File: src/hdl/stp_pkg.sv
`timescale 1ns / 1ps
`default_nettype none

package stp_pkg;

	localparam logic [1:0] OP_TICK = 2'd0;
	localparam logic [1:0] OP_ARM  = 2'd1;
	localparam logic [1:0] OP_STOP = 2'd2;

	// Number of slots that the 3-bit slot field can reach.
	localparam int unsigned SLOT_FIELD_SPAN = 8;

	typedef struct packed {
		logic [1:0]  op;
		logic [2:0]  slot;
		logic [31:0] interval;
		logic [7:0]  event_code;
		logic        repeating;
	} req_t;

	typedef struct packed {
		logic [7:0] fired_event;
		logic [2:0] fired_slot;
		logic       last;
	} rsp_t;

	typedef enum logic [1:0] {
		ALU_ADD,
		ALU_SUB,
		ALU_INC
	} alu_op_t;

endpackage

`default_nettype wire

File: src/hdl/soft_timer_pool.sv
`timescale 1ns / 1ps
`default_nettype none

// Pool of software timers driven by a millisecond tick.
// A request carries op, slot, interval, event_code and repeating. An arm
// request loads a slot with deadline = now + period and marks it active; a stop
// request deactivates the slot. Arm, stop and the unused op code finish in the
// cycle they are taken and produce no response.
// A tick request advances the counter, then the sequencer walks the slots in
// ascending order through one shared 32-bit adder: a scan step per slot, plus
// a reload step for each repeating slot that fires to reload its deadline,
// plus a closing flush step. Only slots 0 to 7 exist, even if SLOTS is
// larger, and req_stall is high for the whole walk. Each expired slot gives
// one response; the final one of a tick has last set. A response is held back
// until the next expiry is found or the walk ends.
// The response sits in an output register, so the next request is taken while
// it waits. A stalled response holds the walk at the next expiry found.
// Reset clears the counter and all active flags; slot contents stay undefined.
module soft_timer_pool
	import stp_pkg::*;
#(
	parameter int unsigned SLOTS = 8
) (
	input  wire  clk,
	input  wire  arst_n,
	input  wire  req_valid,
	output logic req_stall,
	input  req_t req,
	output logic rsp_valid,
	input  wire  rsp_stall,
	output rsp_t rsp
);

	localparam int unsigned NSLOT = (SLOTS < SLOT_FIELD_SPAN) ? SLOTS : SLOT_FIELD_SPAN;
	localparam int unsigned IW    = (NSLOT > 1) ? $clog2(NSLOT) : 1;
	localparam logic [IW-1:0] LAST_IDX = IW'(NSLOT - 1);

	typedef enum logic [1:0] {
		ST_IDLE,
		ST_SCAN,
		ST_RELOAD,
		ST_FLUSH
	} state_t;

	state_t      state_q;
	logic [IW-1:0] idx_q;
	logic [31:0] now_q;
	logic [NSLOT-1:0] active_q;
	logic        pend_v_q;
	logic [7:0]  pend_event_q;
	logic [2:0]  pend_slot_q;
	logic        rsp_valid_q;
	rsp_t        rsp_q;

	logic [31:0] deadline_q [NSLOT];
	logic [31:0] period_q   [NSLOT];
	logic [7:0]  event_q    [NSLOT];
	logic        periodic_q [NSLOT];

	alu_op_t     alu_op;
	logic [31:0] alu_a;
	logic [31:0] alu_b;
	logic [31:0] alu_sum;
	logic        alu_reached;

	logic          accept;
	logic          slot_ok;
	logic [IW-1:0] req_idx;
	logic          out_free;
	logic          fire;
	logic          push_mid;
	logic          hold_scan;
	logic          push_last;
	logic          idx_end;

	assign req_stall = (state_q != ST_IDLE);
	assign accept    = req_valid & ~req_stall;
	assign slot_ok   = ({1'b0, req.slot} < 4'(NSLOT));
	assign req_idx   = req.slot[IW-1:0];
	assign out_free  = ~rsp_valid_q | ~rsp_stall;
	assign idx_end   = (idx_q == LAST_IDX);

	assign fire      = (state_q == ST_SCAN) & active_q[idx_q] & alu_reached;
	assign hold_scan = fire & pend_v_q & ~out_free;
	assign push_mid  = fire & pend_v_q & out_free;
	assign push_last = (state_q == ST_FLUSH) & pend_v_q & out_free;

	always_comb begin
		alu_op = ALU_ADD;
		alu_a  = now_q;
		alu_b  = req.interval;
		unique case (state_q)
			ST_IDLE: begin
				alu_op = (req.op == OP_TICK) ? ALU_INC : ALU_ADD;
				alu_a  = now_q;
				alu_b  = req.interval;
			end
			ST_SCAN: begin
				alu_op = ALU_SUB;
				alu_a  = now_q;
				alu_b  = deadline_q[idx_q];
			end
			ST_RELOAD: begin
				alu_op = ALU_ADD;
				alu_a  = deadline_q[idx_q];
				alu_b  = period_q[idx_q];
			end
			ST_FLUSH: begin
				alu_op = ALU_ADD;
				alu_a  = now_q;
				alu_b  = req.interval;
			end
			default: begin
				alu_op = ALU_ADD;
			end
		endcase
	end

	stp_alu u_alu (
		.op      (alu_op),
		.a       (alu_a),
		.b       (alu_b),
		.sum     (alu_sum),
		.reached (alu_reached)
	);

	// Slot contents: written by arm requests and by deadline reloads.
	always_ff @(posedge clk) begin
		if (accept && req.op == OP_ARM && slot_ok) begin
			deadline_q[req_idx] <= alu_sum;
			period_q[req_idx]   <= req.interval;
			event_q[req_idx]    <= req.event_code;
			periodic_q[req_idx] <= req.repeating;
		end else if (state_q == ST_RELOAD) begin
			deadline_q[idx_q] <= alu_sum;
		end
	end

	always_ff @(posedge clk or negedge arst_n) begin
		if (!arst_n) begin
			state_q      <= ST_IDLE;
			idx_q        <= '0;
			now_q        <= '0;
			active_q     <= '0;
			pend_v_q     <= 1'b0;
			pend_event_q <= '0;
			pend_slot_q  <= '0;
			rsp_valid_q  <= 1'b0;
			rsp_q        <= '0;
		end else begin
			if (push_mid || push_last) begin
				rsp_valid_q       <= 1'b1;
				rsp_q.fired_event <= pend_event_q;
				rsp_q.fired_slot  <= pend_slot_q;
				rsp_q.last        <= push_last;
			end else if (!rsp_stall) begin
				rsp_valid_q <= 1'b0;
			end

			unique case (state_q)
				ST_IDLE: begin
					if (accept) begin
						unique case (req.op)
							OP_TICK: begin
								now_q   <= alu_sum;
								idx_q   <= '0;
								state_q <= ST_SCAN;
							end
							OP_ARM: begin
								if (slot_ok) begin
									active_q[req_idx] <= 1'b1;
								end
							end
							OP_STOP: begin
								if (slot_ok) begin
									active_q[req_idx] <= 1'b0;
								end
							end
							default: begin
							end
						endcase
					end
				end
				ST_SCAN: begin
					if (fire) begin
						if (!hold_scan) begin
							pend_v_q     <= 1'b1;
							pend_event_q <= event_q[idx_q];
							pend_slot_q  <= 3'(idx_q);
							if (periodic_q[idx_q]) begin
								state_q <= ST_RELOAD;
							end else begin
								active_q[idx_q] <= 1'b0;
								if (idx_end) begin
									state_q <= ST_FLUSH;
								end else begin
									idx_q <= idx_q + 1'b1;
								end
							end
						end
					end else if (idx_end) begin
						state_q <= ST_FLUSH;
					end else begin
						idx_q <= idx_q + 1'b1;
					end
				end
				ST_RELOAD: begin
					if (idx_end) begin
						state_q <= ST_FLUSH;
					end else begin
						idx_q   <= idx_q + 1'b1;
						state_q <= ST_SCAN;
					end
				end
				ST_FLUSH: begin
					if (!pend_v_q) begin
						state_q <= ST_IDLE;
					end else if (out_free) begin
						pend_v_q <= 1'b0;
						state_q  <= ST_IDLE;
					end
				end
				default: begin
					state_q <= ST_IDLE;
				end
			endcase
		end
	end

	assign rsp_valid = rsp_valid_q;
	assign rsp       = rsp_q;

	// No expiry may be left pending once the walk has returned to idle.
	a_idle_no_pending: assert property (@(posedge clk) disable iff (!arst_n)
		(state_q == ST_IDLE) |-> !pend_v_q)
		else $error("pending expiry left behind at idle");

	// A response is never loaded over one that the receiver is still holding.
	a_no_overwrite: assert property (@(posedge clk) disable iff (!arst_n)
		(rsp_valid_q && rsp_stall) |-> !(push_mid || push_last))
		else $error("response overwritten while stalled");

	// A tick always starts its walk at the lowest slot.
	a_tick_starts_low: assert property (@(posedge clk) disable iff (!arst_n)
		(accept && req.op == OP_TICK) |=> (state_q == ST_SCAN && idx_q == '0))
		else $error("tick did not start walk at the first slot");

endmodule

`default_nettype wire

File: src/hdl/stp_alu.sv
`timescale 1ns / 1ps
`default_nettype none

module stp_alu
	import stp_pkg::*;
(
	input  alu_op_t     op,
	input  logic [31:0] a,
	input  logic [31:0] b,
	output logic [31:0] sum,
	output logic        reached
);

	logic [31:0] b_eff;
	logic        carry_in;

	always_comb begin
		b_eff    = b;
		carry_in = 1'b0;
		unique case (op)
			ALU_ADD: begin
				b_eff    = b;
				carry_in = 1'b0;
			end
			ALU_SUB: begin
				b_eff    = ~b;
				carry_in = 1'b1;
			end
			ALU_INC: begin
				b_eff    = '0;
				carry_in = 1'b1;
			end
			default: begin
				b_eff    = b;
				carry_in = 1'b0;
			end
		endcase
	end

	assign sum = a + b_eff + {31'd0, carry_in};

	// After a subtract of the deadline from the counter, a clear sign bit means
	// the deadline has been reached, even across a counter wrap.
	assign reached = ~sum[31];

endmodule

`default_nettype wire

File: config.mk
export PLATFORM = sky130hd
export DESIGN_NAME = soft_timer_pool
export DESIGN_NICKNAME = d
export VERILOG_FILES = /design/src/hdl/stp_pkg.sv /design/src/hdl/soft_timer_pool.sv /design/src/hdl/stp_alu.sv
export SDC_FILE = /design/constraint.sdc
export NUM_CORES = 1
export LEC_CHECK = 0
export ABC_AREA = 1
export BUFFER_PORTS_ARGS = -buffer_cell sky130_fd_sc_hd__buf_2
export CORE_MARGIN = 4
export CORE_UTILIZATION = 55
export DETAILED_ROUTE_END_ITERATION = 8
export GPL_TIMING_DRIVEN = 0
export HOLD_SLACK_MARGIN = 0.02
export PLACE_DENSITY = 0.79
export REMOVE_ABC_BUFFERS = 1
export SYNTH_ARGS = -nofsm -noshare
export SYNTH_HDL_FRONTEND = slang
export SYNTH_SLANG_ARGS = --single-unit
File: constraint.sdc
create_clock -name clk -period 5.4 [get_ports clk]
set_input_delay 0.54 -clock clk [delete_from_list [all_inputs] [get_ports clk]]
set_output_delay 0.54 -clock clk [all_outputs]
set_load 0.01 [all_outputs]
==> Word-level counts from Yosys, hierarchy flattened <==
Memory sizes are Yosys's and may differ from the RTL's. A register that Yosys moved wholly into a read port is not among the register bits.
Index checks and enable logic that the tools add are counted.
{ "op_classes": {"add_sub_neg": 3, "reduce_logical": 22, "muxes": 50, "n_bitwise": 21, "n_eq_ne": 18, "order_cmp": 4} }
{ "op_table": {"columns": ["operator", "n"], "rows": [
  ["$pmux 32 s2", 2],
  ["$pmux 32 s3", 1],
  ["$add 32x1->32", 1],
  ["$add 32x32->32", 1],
  ["$mux 32", 1],
  ["$mux 8", 4],
  ["$not 32->32", 1],
  ["$pmux 8 s2", 2],
  ["$reduce_or 32->1", 1],
  ["$mux 3", 7],
  ["$mux 2", 10],
  ["$and 8x8->8", 2],
  ["$mux 1", 16],
  ["$not 8->8", 2],
  ["$ne 2x2->1 const B", 5],
  ["$ne 3x3->1 const B", 3],
  ["$pmux 3 s3", 1],
  ["$reduce_and 3->1", 3],
  ["$and 1x1->1", 8],
  ["$eq 2x2->1 const B", 4],
  ["$lt 3x4->1 const B", 2],
  ["$or 8x8->8", 1],
  ["$pmux 2 s4", 1],
  ["$demux 1 s3", 2],
  ["22 further kinds", 37]
]} }
{ "totals": {"mem_count": 4, "regBits": 62, "mem_bits_rw": 584, "inputBits": 50} }
{ "memory_table": {"columns": ["memory", "depth", "width", "read_ports", "rd_ports_with_merged_regs", "write_ports", "line", "text"], "rows": [
  ["deadline_q", 8, 32, 1, 0, 1, "soft_timer_pool.sv:55", "logic [31:0] deadline_q [NSLOT];"],
  ["period_q", 8, 32, 1, 0, 1, "soft_timer_pool.sv:56", "logic [31:0] period_q [NSLOT];"],
  ["event_q", 8, 8, 1, 1, 1, "soft_timer_pool.sv:57", "logic [7:0] event_q [NSLOT];"],
  ["periodic_q", 8, 1, 1, 0, 1, "soft_timer_pool.sv:58", "logic periodic_q [NSLOT];"]
]} }

==> Logic depth before layout (Yosys ltp) <==
{ "depth": {"ltp_word": 14, "depth_mapped": 32} }

==> Modules after synthesis <==
A second synthesis with hierarchy kept.
{ "hier_totals": {"cells_unflattened": 2574, "area_unflattened_um2": 28781.4} }
{ "by_module_without_submodules": {"columns": ["mod", "area_each_um2", "cells_each", "instances"], "rows": [
  ["soft_timer_pool", 25899.8, 1990, 1],
  ["stp_alu", 2881.5, 584, 1]
]} }

==> Least setup slack after synthesis <==
OpenSTA, ideal clock, no wires.
{ "synth_timing": {"kind": "reg-to-reg", "from": "register idx_q[0]", "to": "memory deadline_q[0][24] (data pin)", "path_slack_ns": 1.071, "synth_period_minus_slack_ns": 4.329, "setup_ns": 0.275, "arrival_ns": 4.054, "required_ns": 5.125, "path_stages_with_launch": 29, "path_buffers": 3, "cell_sequence": "dfrtp_1 > inv_2 > buf_6 > nand2_1 > inv_2 > buf_2 > buf_2 > a221oi_1 > nand4_1 > o22ai_1 > o21ai_0 > fa_1 > fa_1 > nand3b_1 > nand2_1 > nand2_1 > nand3_1 > nand2_1 > nand2_1 > nand2_1 > nand2_1 > nand3_1 > nand2_1 > nand2_1 > nand2_1 > nand2_1 > nand2_1 > nand2_1 > and2_1"} }
{ "synth_between": {"elab_chain_len": 7, "word_cells_on_any_way": 9, "classes_between": "2 x add/sub; 4 x mux; 1 x bitwise; 2 x memory"} }
{ "synth_rtl": {"columns": ["element", "line", "text"], "rows": [
  ["from (decl)", "soft_timer_pool.sv:46", "logic [IW-1:0] idx_q;"],
  ["from (signal assigned)", "soft_timer_pool.sv:197", "idx_q <= idx_q + 1'b1;"],
  ["from (signal assigned)", "soft_timer_pool.sv:204", "idx_q <= idx_q + 1'b1;"],
  ["from (signal assigned)", "soft_timer_pool.sv:211", "idx_q <= idx_q + 1'b1;"],
  ["$mem_v2 8x32 (on tied branches)", null, null],
  ["$pmux 32 s3", "soft_timer_pool.sv:92", "unique case (state_q)"],
  ["$not 32->32", "stp_alu.sv:26", "b_eff = ~b;"],
  ["$pmux 32 s2", "stp_alu.sv:20", "unique case (op)"],
  ["$add 32x32->32 (*)", "stp_alu.sv:40", "assign sum = a + b_eff + {31'd0, carry_in};"],
  ["$add 32x1->32 (*)", "stp_alu.sv:40", null],
  ["net alu_sum[24]", "soft_timer_pool.sv:63", "logic [31:0] alu_sum;"],
  ["$mux 32 (no source line) (*)", null, null],
  ["to (decl)", "soft_timer_pool.sv:55", null]
]} }
The timed path passes the listed nets; every way through them passes the cells marked *.

==> Worst setup path in the final report <==
{ "layout_timing": {"from": "register idx_q[1]", "to": "memory deadline_q[6][24] (data pin)"} }
Same word-level chain as after synthesis.

==> results.txt <==
status - finished clean
antenna violations before repair - 5
simple-gate share of the synthesized area - 13.8%
met3 wire len - 8020 um
M1 wire length - 28300 um
Placed Instances - 2972
largest net degree at the start of global routing - 66
xor and xnor fraction of the mapped netlist area - 0.856%
sw frac - 40.3%
Final Cycle Share - 96.3%
final instance area - 0.0319 mm2
nets@finish - 2495
r2r setup slk - 200 ps
Flop pwr share - 37.1%
CP required - 5760 ps
DRT antenna net count - 0
Root Buffer - clkbuf_16
Initial Util - 56.0%
drt first pass iters - 8
DRC violation count after routing - 0
total die area - 0.0539 mm2
WP data arrival - 5560 ps
depth of the most critical reg-to-reg path - 27
sequential share of the synthesized area - 69.8%
Main synth FF type - edfxtp_1
CTS Buf Count - 61
Total Wirelength - 74700 um
first-pass GRT wire length - 109000 um
total gr overflow - 0
Port Buf Inserts - 63
First DRT Iteration DRCs - 2599
Placed Area - 0.0293 mm2
met2 WL - 34800 um
routed length per instance - 24.0 um
die height - 232 um
synthesis warning total - 0
RR Endpoint - deadline_q[6][24]
Post-synth EDFFs - 584
vias in the first global route - 18895
Netlist Area Pre-Place - 0.0276 mm2
post-synthesis cell type count - 53
async set or reset register ratio after synthesis - 10.7%
Syn Inst Count - 2313
Mean Syn Cell Area - 11.9 um2
Site Rows - 81
CP endpoint - deadline_q[6][24]
critical path launch point - idx_q[1]
P_leak - 11.7 nW
synthesis-stage register bit count - 654
main combinational cell family by area after synthesis - simple AND/OR/NAND/NOR gates
die width - 232 um
pwr dens - 707 mW/mm2
pins over their slew limit - 0
Max Clk Rate - 0.192 GHz
drt via density - 6.22
Max FO, Critical Path - 26
Comb pwr share - 43.6%
gr usage total - 26.4%
Synth Area in Compound Gates - 9.71%
Final GP Congestion - 0.903
Worst-Skew Late Latency - 650 ps
Final Skew - 25.1 ps
io pins - 64
PnR worst setup slack - 199 ps
Setup violations, final - 0
share of layout cells above drive strength 1 - 11.4%
mux contribution to synthesized area - 0%
CP endpoint kind - flop
Max Buffers Root-to-Sink - 3
dpl hpwl - 40900 um
r2r startpoint - idx_q[1]
top routing layer in use - met5
adder-cell share of the synthesized area - 2.05%
Hold Crit Class - in -> reg
final non-filler cell total - 3120
Final Hold Fails - 0
via count - 19399
startpoint types - flop
Max Cap Viol - 0
CTS tree - built
final hold slack - 153 ps
CTS Sinks - 654
worst slack at placement - -1370 ps
Crit Path Category - reg -> reg
Core ar. - 0.0494 mm2
area grow syn2layout - 15.5%
Slew HR - 32.4%
Max VDD drop - 0.000719 V
Internal - 13.5 mW
clock-pin transition on the worst setup and hold timing paths - 70 ps
clock share of power - 19.2%
CTS H-tree lvls - 2
Worst Tran Pin Value - 1010 ps
post-layout minimum cycle time - 5200 ps
net switching power of the design - 9.11 mW
-- final cells by class --
class	instances	area, um2
flip-flops and latches	654	19300
fillers	3474	17400
multi-input cells	1399	7570
clock buffers	86	1690
repair buffers	121	1410
well taps	664	831
inverters	161	758
clock inverters	30	328
repair inverters	3	25.0
diodes	2	5.00
-- logic make-up (layout without fill, tap and decap cells) --
family                   count (synthesis)  count (layout)
adder cells (fa/ha/maj)                 44              44
AO/OA/AOI/OAI                          417             417
other                                    0               2
flip-flops                             654             654
AND/OR/NAND/NOR                        909             911
buffers and inverters                  262             401
XOR/XNOR                                27              27
-- worst max-delay path: stages, from the launching register on --
cell      delay, ps
dfrtp_2         520
inv_2           180
nand2_1         200
nor2_4          310
buf_12          250
a22oi_1         130
a41oi_1         280
o22ai_2         140
nand2_1          80
o21ai_1         100
fa_2            430
fa_1            470
nand3b_1        180
nand2_1         110
nand2_1          60
nand3_1         140
nand2_1          80
nand2_1         100
nand2_1          70
nand2_2         130
nand3_1         100
nand2_1         100
nand2_1          60
nand2_1         140
nand2_1         100
nand2_1          70
nand2_1          60
and2_1          230
-- sequential cells by signal (all words and copies together), names as in the netlist, 8 cells and up, named ones only --
register and count:
now_q 32, deadline_q 256, periodic_q 8, rsp 12, event_q 64, period_q 256
pend_event_q 8
-- per-layer routing --
layer	vias up	global-route usage, %
li1	8514	-
met1	9377	35.2
met2	1260	42.3
met3	242	5.40
met4	6	11.9
met5	-	0
-- cell usage after synthesis, types with 23 or more instances --
cell type | n | area share [%]
buf_2 | 29 | 0.53
xor2_1 | 23 | 0.73
dfrtp_1 | 70 | 6.3
a22o_1 | 33 | 1.0
nand4_1 | 91 | 2.1
o21ai_1 | 29 | 0.53
a22oi_1 | 61 | 1.7
nand3_1 | 71 | 1.3
o21ai_0 | 142 | 2.6
a221oi_1 | 49 | 1.6
ha_1 | 42 | 1.9
a21oi_1 | 62 | 1.1
edfxtp_1 | 584 | 63
nor2_1 | 60 | 0.81
clkbuf_1 | 49 | 0.67
inv_1 | 149 | 2.0
nand2_1 | 665 | 9.0
-- worst min path at each step --
stage / from / endpoint / slack (ps) / cells past startpoint
global placement: rsp[3] / rsp[3] / 450 / 2
detailed placement: arst_n / pend_event_q[5] / 380 / 1
global route: req[5] / event_q[1][4] / 140 / 1
finish: req[8] / event_q[3][7] / 150 / 1
floorplan: arst_n / async pin / 240 / 0
CTS: req[5] / event_q[1][4] / 140 / 1
-- cell usage in the layout (no fill, tap or decap), drive strengths merged, types with 61 or more instances in the layout --
| cell | Yosys | routed |
|---|---|---|
| nand2 | 668 | 668 |
| edfxtp | 584 | 584 |
| o21ai | 171 | 171 |
| inv | 160 | 155 |
| buf | 52 | 113 |
| clkbuf | 49 | 92 |
| nand4 | 91 | 91 |
| nand3 | 74 | 74 |
| dfrtp | 70 | 70 |
| nor2 | 63 | 65 |
| a21oi | 63 | 63 |
| a22oi | 61 | 61 |
-- power by group through the flow --
stage / Sequential (mW) / Clock (mW) / Combinational [mW]
floorplan: 8.44 / 0 / 6.07
global placement: 8.47 / 0 / 8.41
detailed placement: 8.48 / 0 / 8.92
CTS: 8.39 / 4.37 / 9.31
global route: 8.42 / 4.59 / 10.8
finish: 8.38 / 4.34 / 9.85
-- metrics by stage --
stage               setup TNS [ps]  total power, mW  utilization [%]
finish                           0             22.6             64.7
global route                  -899             23.8             64.7
CTS                              0             22.1             63.9
detailed placement         -257720             17.4             59.4
global placement          -1527100             16.9             57.4
floorplan                    -5400             14.5                -
-- what timing repair did --
action / CTS / global route
setup endpoints to repair: 308 / 149
cloned: 5 / 6
gates resized for setup: 24 / 44
buffers inserted: 6 / 14
endpoints found under the hold margin: 38 / 0
pin swaps: 3 / 2
hold buffers: 1 / 0
(Power assumes the default switching activity.)
